===== src/sv/odpk_pkg.sv =====
// ----------------------------------------------------------------------------
// odpk_pkg
// Shared types, widths, register and microcode constants for the oral dose
// pharmacokinetic integrator.
// ----------------------------------------------------------------------------
package odpk_pkg;

  // field widths
  localparam int DOSE_W    = 32;
  localparam int DAYS_W    = 10;
  localparam int RATE_W    = 24;
  localparam int HOURS_W   = 5;
  localparam int AMT_W     = 32;
  localparam int CONC_W    = 32;
  localparam int IDX_W     = 3;
  localparam int CFG_W     = 24;
  localparam int S_TDATA_W = 48;
  localparam int M_TDATA_W = 40;

  // induced rate divide: base * |mult - 1| * days over induction days
  localparam int DIVD_W  = 2 * RATE_W + DAYS_W;
  // euler quotient input width: (rate * amount) >> 16
  localparam int X_W     = AMT_W + RATE_W - 16;
  localparam int RECIP_W = X_W + 2;

  localparam logic [RATE_W-1:0]  Q16_ONE   = 24'd65536;
  localparam logic [HOURS_W-1:0] MAX_HOURS = 5'd24;

  // configuration register indexes
  localparam logic [IDX_W-1:0] REG_ABSORB_RATE    = 3'd0;
  localparam logic [IDX_W-1:0] REG_ELIM_RATE_BASE = 3'd1;
  localparam logic [IDX_W-1:0] REG_INDUCTION_MULT = 3'd2;
  localparam logic [IDX_W-1:0] REG_INDUCTION_DAYS = 3'd3;
  localparam logic [IDX_W-1:0] REG_INV_VOLUME     = 3'd4;
  localparam logic [IDX_W-1:0] REG_HOURS_PER_DAY  = 3'd5;

  typedef logic [3:0] op_t;
  typedef logic [2:0] cond_t;
  typedef logic [3:0] addr_t;

  // datapath operations
  localparam op_t OP_NOP        = 4'd0;
  localparam op_t OP_LOAD       = 4'd1;
  localparam op_t OP_RATE_MUL1  = 4'd2;
  localparam op_t OP_RATE_MUL2  = 4'd3;
  localparam op_t OP_DIV_START  = 4'd4;
  localparam op_t OP_RATE_DONE  = 4'd5;
  localparam op_t OP_STEP_MUL   = 4'd6;
  localparam op_t OP_STEP_PART  = 4'd7;
  localparam op_t OP_STEP_SUM   = 4'd8;
  localparam op_t OP_STEP_UPD   = 4'd9;
  localparam op_t OP_CONC_MUL   = 4'd10;
  localparam op_t OP_EMIT       = 4'd11;

  // jump conditions
  localparam cond_t C_NEXT      = 3'd0;
  localparam cond_t C_ALWAYS    = 3'd1;
  localparam cond_t C_NO_INPUT  = 3'd2;
  localparam cond_t C_DIV_BUSY  = 3'd3;
  localparam cond_t C_OUT_FULL  = 3'd4;
  localparam cond_t C_STEP_MORE = 3'd5;
  localparam cond_t C_HOUR_MORE = 3'd6;

  // program addresses
  localparam addr_t A_IDLE      = 4'd0;
  localparam addr_t A_RATE_MUL1 = 4'd1;
  localparam addr_t A_RATE_MUL2 = 4'd2;
  localparam addr_t A_DIV_START = 4'd3;
  localparam addr_t A_DIV_WAIT  = 4'd4;
  localparam addr_t A_RATE_DONE = 4'd5;
  localparam addr_t A_STEP_MUL  = 4'd6;
  localparam addr_t A_STEP_PART = 4'd7;
  localparam addr_t A_STEP_SUM  = 4'd8;
  localparam addr_t A_STEP_UPD  = 4'd9;
  localparam addr_t A_CONC_MUL  = 4'd10;
  localparam addr_t A_EMIT      = 4'd11;
  localparam addr_t A_HOUR_END  = 4'd12;
  localparam addr_t A_DAY_END   = 4'd13;

  typedef struct packed {
    op_t   op;
    cond_t cond;
    addr_t target;
  } ucode_t;

  typedef struct packed {
    logic in_valid;
    logic div_busy;
    logic out_full;
    logic step_more;
    logic hour_more;
  } status_t;

  // control store: one word per program step
  function automatic ucode_t ucode_rom(input addr_t addr);
    ucode_t w;
    case (addr)
      A_IDLE:      w = '{OP_LOAD,      C_NO_INPUT,  A_IDLE};
      A_RATE_MUL1: w = '{OP_RATE_MUL1, C_NEXT,      A_IDLE};
      A_RATE_MUL2: w = '{OP_RATE_MUL2, C_NEXT,      A_IDLE};
      A_DIV_START: w = '{OP_DIV_START, C_NEXT,      A_IDLE};
      A_DIV_WAIT:  w = '{OP_NOP,       C_DIV_BUSY,  A_DIV_WAIT};
      A_RATE_DONE: w = '{OP_RATE_DONE, C_NEXT,      A_IDLE};
      A_STEP_MUL:  w = '{OP_STEP_MUL,  C_NEXT,      A_IDLE};
      A_STEP_PART: w = '{OP_STEP_PART, C_NEXT,      A_IDLE};
      A_STEP_SUM:  w = '{OP_STEP_SUM,  C_NEXT,      A_IDLE};
      A_STEP_UPD:  w = '{OP_STEP_UPD,  C_STEP_MORE, A_STEP_MUL};
      A_CONC_MUL:  w = '{OP_CONC_MUL,  C_NEXT,      A_IDLE};
      A_EMIT:      w = '{OP_EMIT,      C_OUT_FULL,  A_EMIT};
      A_HOUR_END:  w = '{OP_NOP,       C_HOUR_MORE, A_STEP_MUL};
      A_DAY_END:   w = '{OP_NOP,       C_ALWAYS,    A_IDLE};
      default:     w = '{OP_NOP,       C_ALWAYS,    A_IDLE};
    endcase
    return w;
  endfunction

endpackage


===== src/sv/odpk_useq.sv =====
// ----------------------------------------------------------------------------
// odpk_useq
// Microprogram sequencer: step counter, control store lookup and
// conditional jumps on datapath status.
// ----------------------------------------------------------------------------
module odpk_useq (
  input  logic               clk,
  input  logic               rst,
  input  odpk_pkg::status_t  status,
  output odpk_pkg::op_t      op
);

  odpk_pkg::addr_t  pc;
  odpk_pkg::addr_t  pc_next;
  odpk_pkg::ucode_t word;
  logic             take;

  // control word of the current step
  assign word = odpk_pkg::ucode_rom(pc);
  assign op   = word.op;

  // jump condition
  always_comb begin
    case (word.cond)
      odpk_pkg::C_NEXT:      take = 1'b0;
      odpk_pkg::C_ALWAYS:    take = 1'b1;
      odpk_pkg::C_NO_INPUT:  take = !status.in_valid;
      odpk_pkg::C_DIV_BUSY:  take = status.div_busy;
      odpk_pkg::C_OUT_FULL:  take = status.out_full;
      odpk_pkg::C_STEP_MORE: take = status.step_more;
      odpk_pkg::C_HOUR_MORE: take = status.hour_more;
      default:               take = 1'b0;
    endcase
    pc_next = take ? word.target : pc + 1'b1;
  end

  always_ff @(posedge clk) begin
    if (rst) begin
      pc <= odpk_pkg::A_IDLE;
    end else begin
      pc <= pc_next;
    end
  end

endmodule


===== config.mk =====
export PLATFORM = sky130hd
export DESIGN_NAME = odpk_useq
export DESIGN_NICKNAME = d
export VERILOG_FILES = /design/src/sv/odpk_pkg.sv /design/src/sv/odpk_useq.sv
export SDC_FILE = /design/constraint.sdc
export NUM_CORES = 1
export LEC_CHECK = 0
export BUFFER_PORTS_ARGS = -buffer_cell sky130_fd_sc_hd__buf_4
export CAP_MARGIN = 5
export CORE_MARGIN = 5
export CORE_UTILIZATION = 32
export DETAILED_ROUTE_END_ITERATION = 6
export GPL_TIMING_DRIVEN = 0
export PLACE_DENSITY = 0.51
export SETUP_SLACK_MARGIN = 0.02
export SLEW_MARGIN = 10
export SYNTH_ARGS = -nofsm -noshare
export SYNTH_HDL_FRONTEND = slang
export SYNTH_SLANG_ARGS = --single-unit

===== constraint.sdc =====
create_clock -name clk -period 4.45 [get_ports clk]
set_input_delay 0.2225 -clock clk [delete_from_list [all_inputs] [get_ports clk]]
set_output_delay 0.2225 -clock clk [all_outputs]
set_load 0.03 [all_outputs]

; ---- After elaboration in Yosys (flattened, before gate mapping)
; Memory sizes are Yosys's and may differ from the RTL's. A register that Yosys moved wholly into a read port is not among the register bits.
; Cells that the tools add are included.
[word_totals]
mem_bits_ro = 176
mem_bits_rw = 0
out_inout_bits = 4
memories = 1
latch_bits = 0
elab_cells = 13
regBits = 4
inputBits = 7
[mem_list]
columns = memory, words, word_bits, read_ports, rd_clocked_by_memory_dff, write_ports, line_no
row1 = (no name shown), 16, 11, 1, 1, 0, odpk_pkg.sv:97  ; case (addr)
[op_classes]
n_reduce_logical = 1
add_sub_neg = 1
mux = 3
bitwise_logic = 0
eq_ne = 6
order_cmp = 0
div = 0
n_shift = 0
multipliers = 0
[op_table]
columns = operator, n
row1 = $eq 3x3->1 const B, 3
row2 = $mux 4, 2
row3 = $eq 3x2->1 const B, 2
row4 = $pmux 1 s6, 1
row5 = $add 4x1->4 const B, 1
row6 = $eq 3x1->1 const B, 1
row7 = $logic_not 1->1, 1

; ---- Longest topological paths before layout
[logic_depth]
word_depth = 4
ltp_mapped = 10
depth_no_buf = 9

; ---- Least setup slack after synthesis
; OpenSTA, ideal clock, no wires.
[synth_timing]
path_type = reg2reg
startpoint = register word[6] (netlist name)
endpoint = register word[8] (netlist name)
setup_slack_ns = 2.067
n_path_buf = 1
synth_period_minus_slack_ns = 2.383
stages_incl_launch_ff = 11
arrival_ns = 2.262
path_cell_list = dfxtp_1 -> buf_6 -> and3b_4 -> a31oi_1 -> nand3_2 -> mux2i_1 -> or2_2 -> ha_1 -> mux2i_1 -> mux2i_1 -> mux2_4
[synth_via]
elab_chain_len = 4
word_cells_on_any_way = 9
classes_between = 6 x eq/ne / 3 x mux
[synth_rtl]
columns = item, line_no
row1 = "$eq 3x3->1, or another cell as far along", odpk_useq.sv:24  ; case (word.cond)
row2 = $pmux 1 s6 *, odpk_useq.sv:24
row3 = $mux 4 *, odpk_useq.sv:34  ; pc_next = take ? word.target : pc + 1'b1;
row4 = $mux 4 (no source line) *, n/a
; Mark *: on every way between the ends. The rest lies on a longest branch, timed or not.
; A chain may end at the register's enable or synchronous reset.

; ---- Worst setup path after layout
[layout_timing]
startpoint = register word[6] (netlist name)
endpoint = register word[8] (netlist name)
[layout_via]
elab_chain_len = 4
word_cells_on_any_way = 9
classes_between = 6 x eq/ne / 3 x mux
[layout_rtl]
columns = item, line_no
row1 = "$eq 3x3->1, or another cell as far along", odpk_useq.sv:24
row2 = $pmux 1 s6 *, odpk_useq.sv:24
row3 = $mux 4 *, odpk_useq.sv:34
row4 = $mux 4 (no source line) *, n/a
; Marked as above.

==> out/results.txt <==
Max Root-Sink Buffers -> 2
Ports -> 11
Cts hold-fix bufs -> 0
Post_cts resized -> 0
Initial drt markers -> 6
Post-Syn Area -> 917 um2
Leakage -> 0.524 nW
Initial Util -> 0.333
Netlist cell types -> 39
Die H -> 63.5 um
Worst path top cell family by delay -> simple AND/OR/NAND/NOR gates
Clk Latency, worst-skew pair -> 280 ps
GPL Wtd Cong -> 0.751
Sw Ratio -> 0.420
Synth-to-layout area growth -> 15.3%
Cell chain of the critical path -> buf_6 > and3b_4 > a31oi_1 > nand3_2 > mux2i_1 > or2_2 > ha_1 > mux2i_1 > mux2i_1 > mux2_4
Reg power frac -> 0.265
Status -> completed
Reg2reg setup slack -> 1810 ps
Mapped Cells -> 91
Part of the power in the clock network -> 0.102
Slew headroom -> 0.775
First-pass GRT wire length -> 3.06 mm
Port Buf Inserts -> 10
Final net count -> 119
Syn Area/Cell -> 10.1 um2
Clock transition at path regs -> 80 ps
Clock H-tree levels -> 1
Most frequent cells in the layout -> buf_4 (14), dfxtp_1 (13), nor2_1 (10)
Final cell count without fillers -> 136
Final Max Slew Viols -> 0
Period minus WS final -> 2640 ps
CP bufs+invs -> 1
Final hold violations -> 0
FF-to-FF path depth -> 10
Register area share after synthesis -> 0.284
Core area -> 2760 um2
CP endpoint -> word[8]
CTS root buf -> clkbuf_4
Grt ovf -> 0
Dpl cells -> 132
Internal Power -> 0.000424 W
Unrepaired setup endpoints after global routing -> no
Post-synthesis net count -> 104
Crit path max fanout -> 10
RR Endpoint -> word[8]
Psw -> 0.000307 W
Routed vias -> 667
Layout cells sized above 1 -> 0.381
Crit path from -> word[6]
Critical Path AT -> 2810 ps
Drt drc -> 0
Worst slew pin tran -> 328 ps
Maxcap violations -> 0
Number of cells on the critical path -> 10
Fmax -> 379 MHz
Setup TNS -> 0 ps
Most common cell after layout, fill and taps aside -> buf_4
Hold crit path type -> in2reg
Startpoint Class -> flop
ANT nets after route -> 0
Crit-path slowest cell -> or2_2
WL final -> 1.77 mm
Row count -> 19
Worst path max stage delay -> 330 ps
CTS tree -> built
Crit end category -> flop
Pre-antenna DRT Iters -> 4
Final Skew -> 2.06 ps
Die width -> 63.5 um
Worst r2r src -> word[6]
Most used cell along the critical path -> mux2i_1
Initial antenna violation count -> 0
Vias/cell -> 4.90
Worst setup path class -> reg2reg
Total CTS buffers -> 3
PD cells -> 692 nW/um2
Comb pwr share -> 0.633
Synth Warn # -> 0
Clk sinks -> 13
Total Routing Usage GR -> 0.0954
Routed wire length per instance -> 13.0 um
Worst EP required -> 4620 ps
Post-DP HPWL -> 1.39 mm
Tcrit/Tclk final -> 0.593
Vias in the first global route -> 638
Largest net degree at the start of global routing -> 11
Die area -> 4040 um2
ANT cells -> 0
VDD IR max -> 296 uV
Post-CTS setup buffer count -> 0
Final setup viols -> 0
Synthesized flop and latch total -> 13
[layer usage]
layer,wire (um),vias to the layer above,GRT usage
li1,-,342,-
met1,898,314,0.135
met2,788,7,0.137
met5,0,-,0
met3,52,4,0.0213
met4,26,0,0.0390
[logic make-up after synthesis]
group           share of synthesized area
mux                                 0.145
compound gates                      0.188
buf+inv                            0.0805
simple gates                        0.202
fa+ha+maj                          0.0819
flops                               0.284
xor+xnor                           0.0191
[power groups by stage]
| stage | sequential [W] | clock, W | combinational [W] |
|---|---|---|---|
| final | 0.000194 | 0.0000745 | 0.000463 |
| after global routing | 0.000201 | 0.0000831 | 0.000514 |
| after CTS | 0.000194 | 0.0000786 | 0.000467 |
| after detailed placement | 0.000196 | 0 | 0.000465 |
| after global placement | 0.000196 | 0 | 0.000459 |
| after floorplan | 0.000189 | 0 | 0.000374 |
[through the flow]
step	util	setup slack [ps]	area (um2)	hold WS, ps	total power, W
after floorplan	-	2070	917	295	0.000564
after global placement	0.374	1850	1030	481	0.000655
after detailed placement	0.374	1840	1030	483	0.000662
after CTS	0.383	1820	1060	178	0.000740
after global routing	0.383	1650	1060	193	0.000798
final	0.383	1810	1060	187	0.000731
[final cells by class]
class                      count  area (um2)
sequential                    13         260
fill                         285        1700
buffer                         6        52.6
multi-input combinational     67         583
clock buffer                   4        26.3
inverter                       5        21.3
tap                           31        38.8
timing repair buffer          10        75.1
[Yosys cell counts, drive strengths merged]
library cell,instances,area [um2]
nor3,1,5.00
o311ai,1,26.3
a21bo,1,10.0
o21bai,1,7.51
and2,3,20.0
o41ai,1,16.3
nand2b,1,8.76
o32ai,1,16.3
or2,1,6.26
and3b,2,22.5
nand4,1,12.5
ha,6,75.1
a31oi,1,6.26
nor2b,4,25.0
a21boi,1,7.51
a21oi,2,10.0
nand2,2,7.51
xor2,2,17.5
o21ai,1,5.00
or2b,1,7.51
buf,6,52.6
a21o,3,25.0
nand3b,1,7.51
a2111oi,1,15.0
inv,5,21.3
dfxtp,13,260
nor2,10,37.5
o21ba,1,10.0
mux2,4,52.6
a31o,1,17.5
mux2i,8,80.1
nand3,4,25.0
[registers in the layout, summed over array words and instances (netlist names)]
register,cells
pc,4
word,9
[worst reg2reg max path: cells and delay by family, from the launching register on]
family          cells  cell delay, ps
simple gates        3             790
mux                 4             720
flops               1             320
fa+ha+maj           1             310
compound gates      1             240
buf+inv             1             130
[worst min-delay path by stage]
| stage | slack [ps] | from | end | cells past startpoint |
|---|---|---|---|---|
| after floorplan | 290 | rst | pc[1] | 1 |
| after global placement | 480 | rst | pc[1] | 2 |
| after detailed placement | 480 | rst | pc[1] | 2 |
| after CTS | 180 | rst | pc[1] | 2 |
| after global routing | 190 | rst | pc[1] | 2 |
| final | 190 | rst | pc[1] | 2 |
Power figures use the tool's default switching activity.
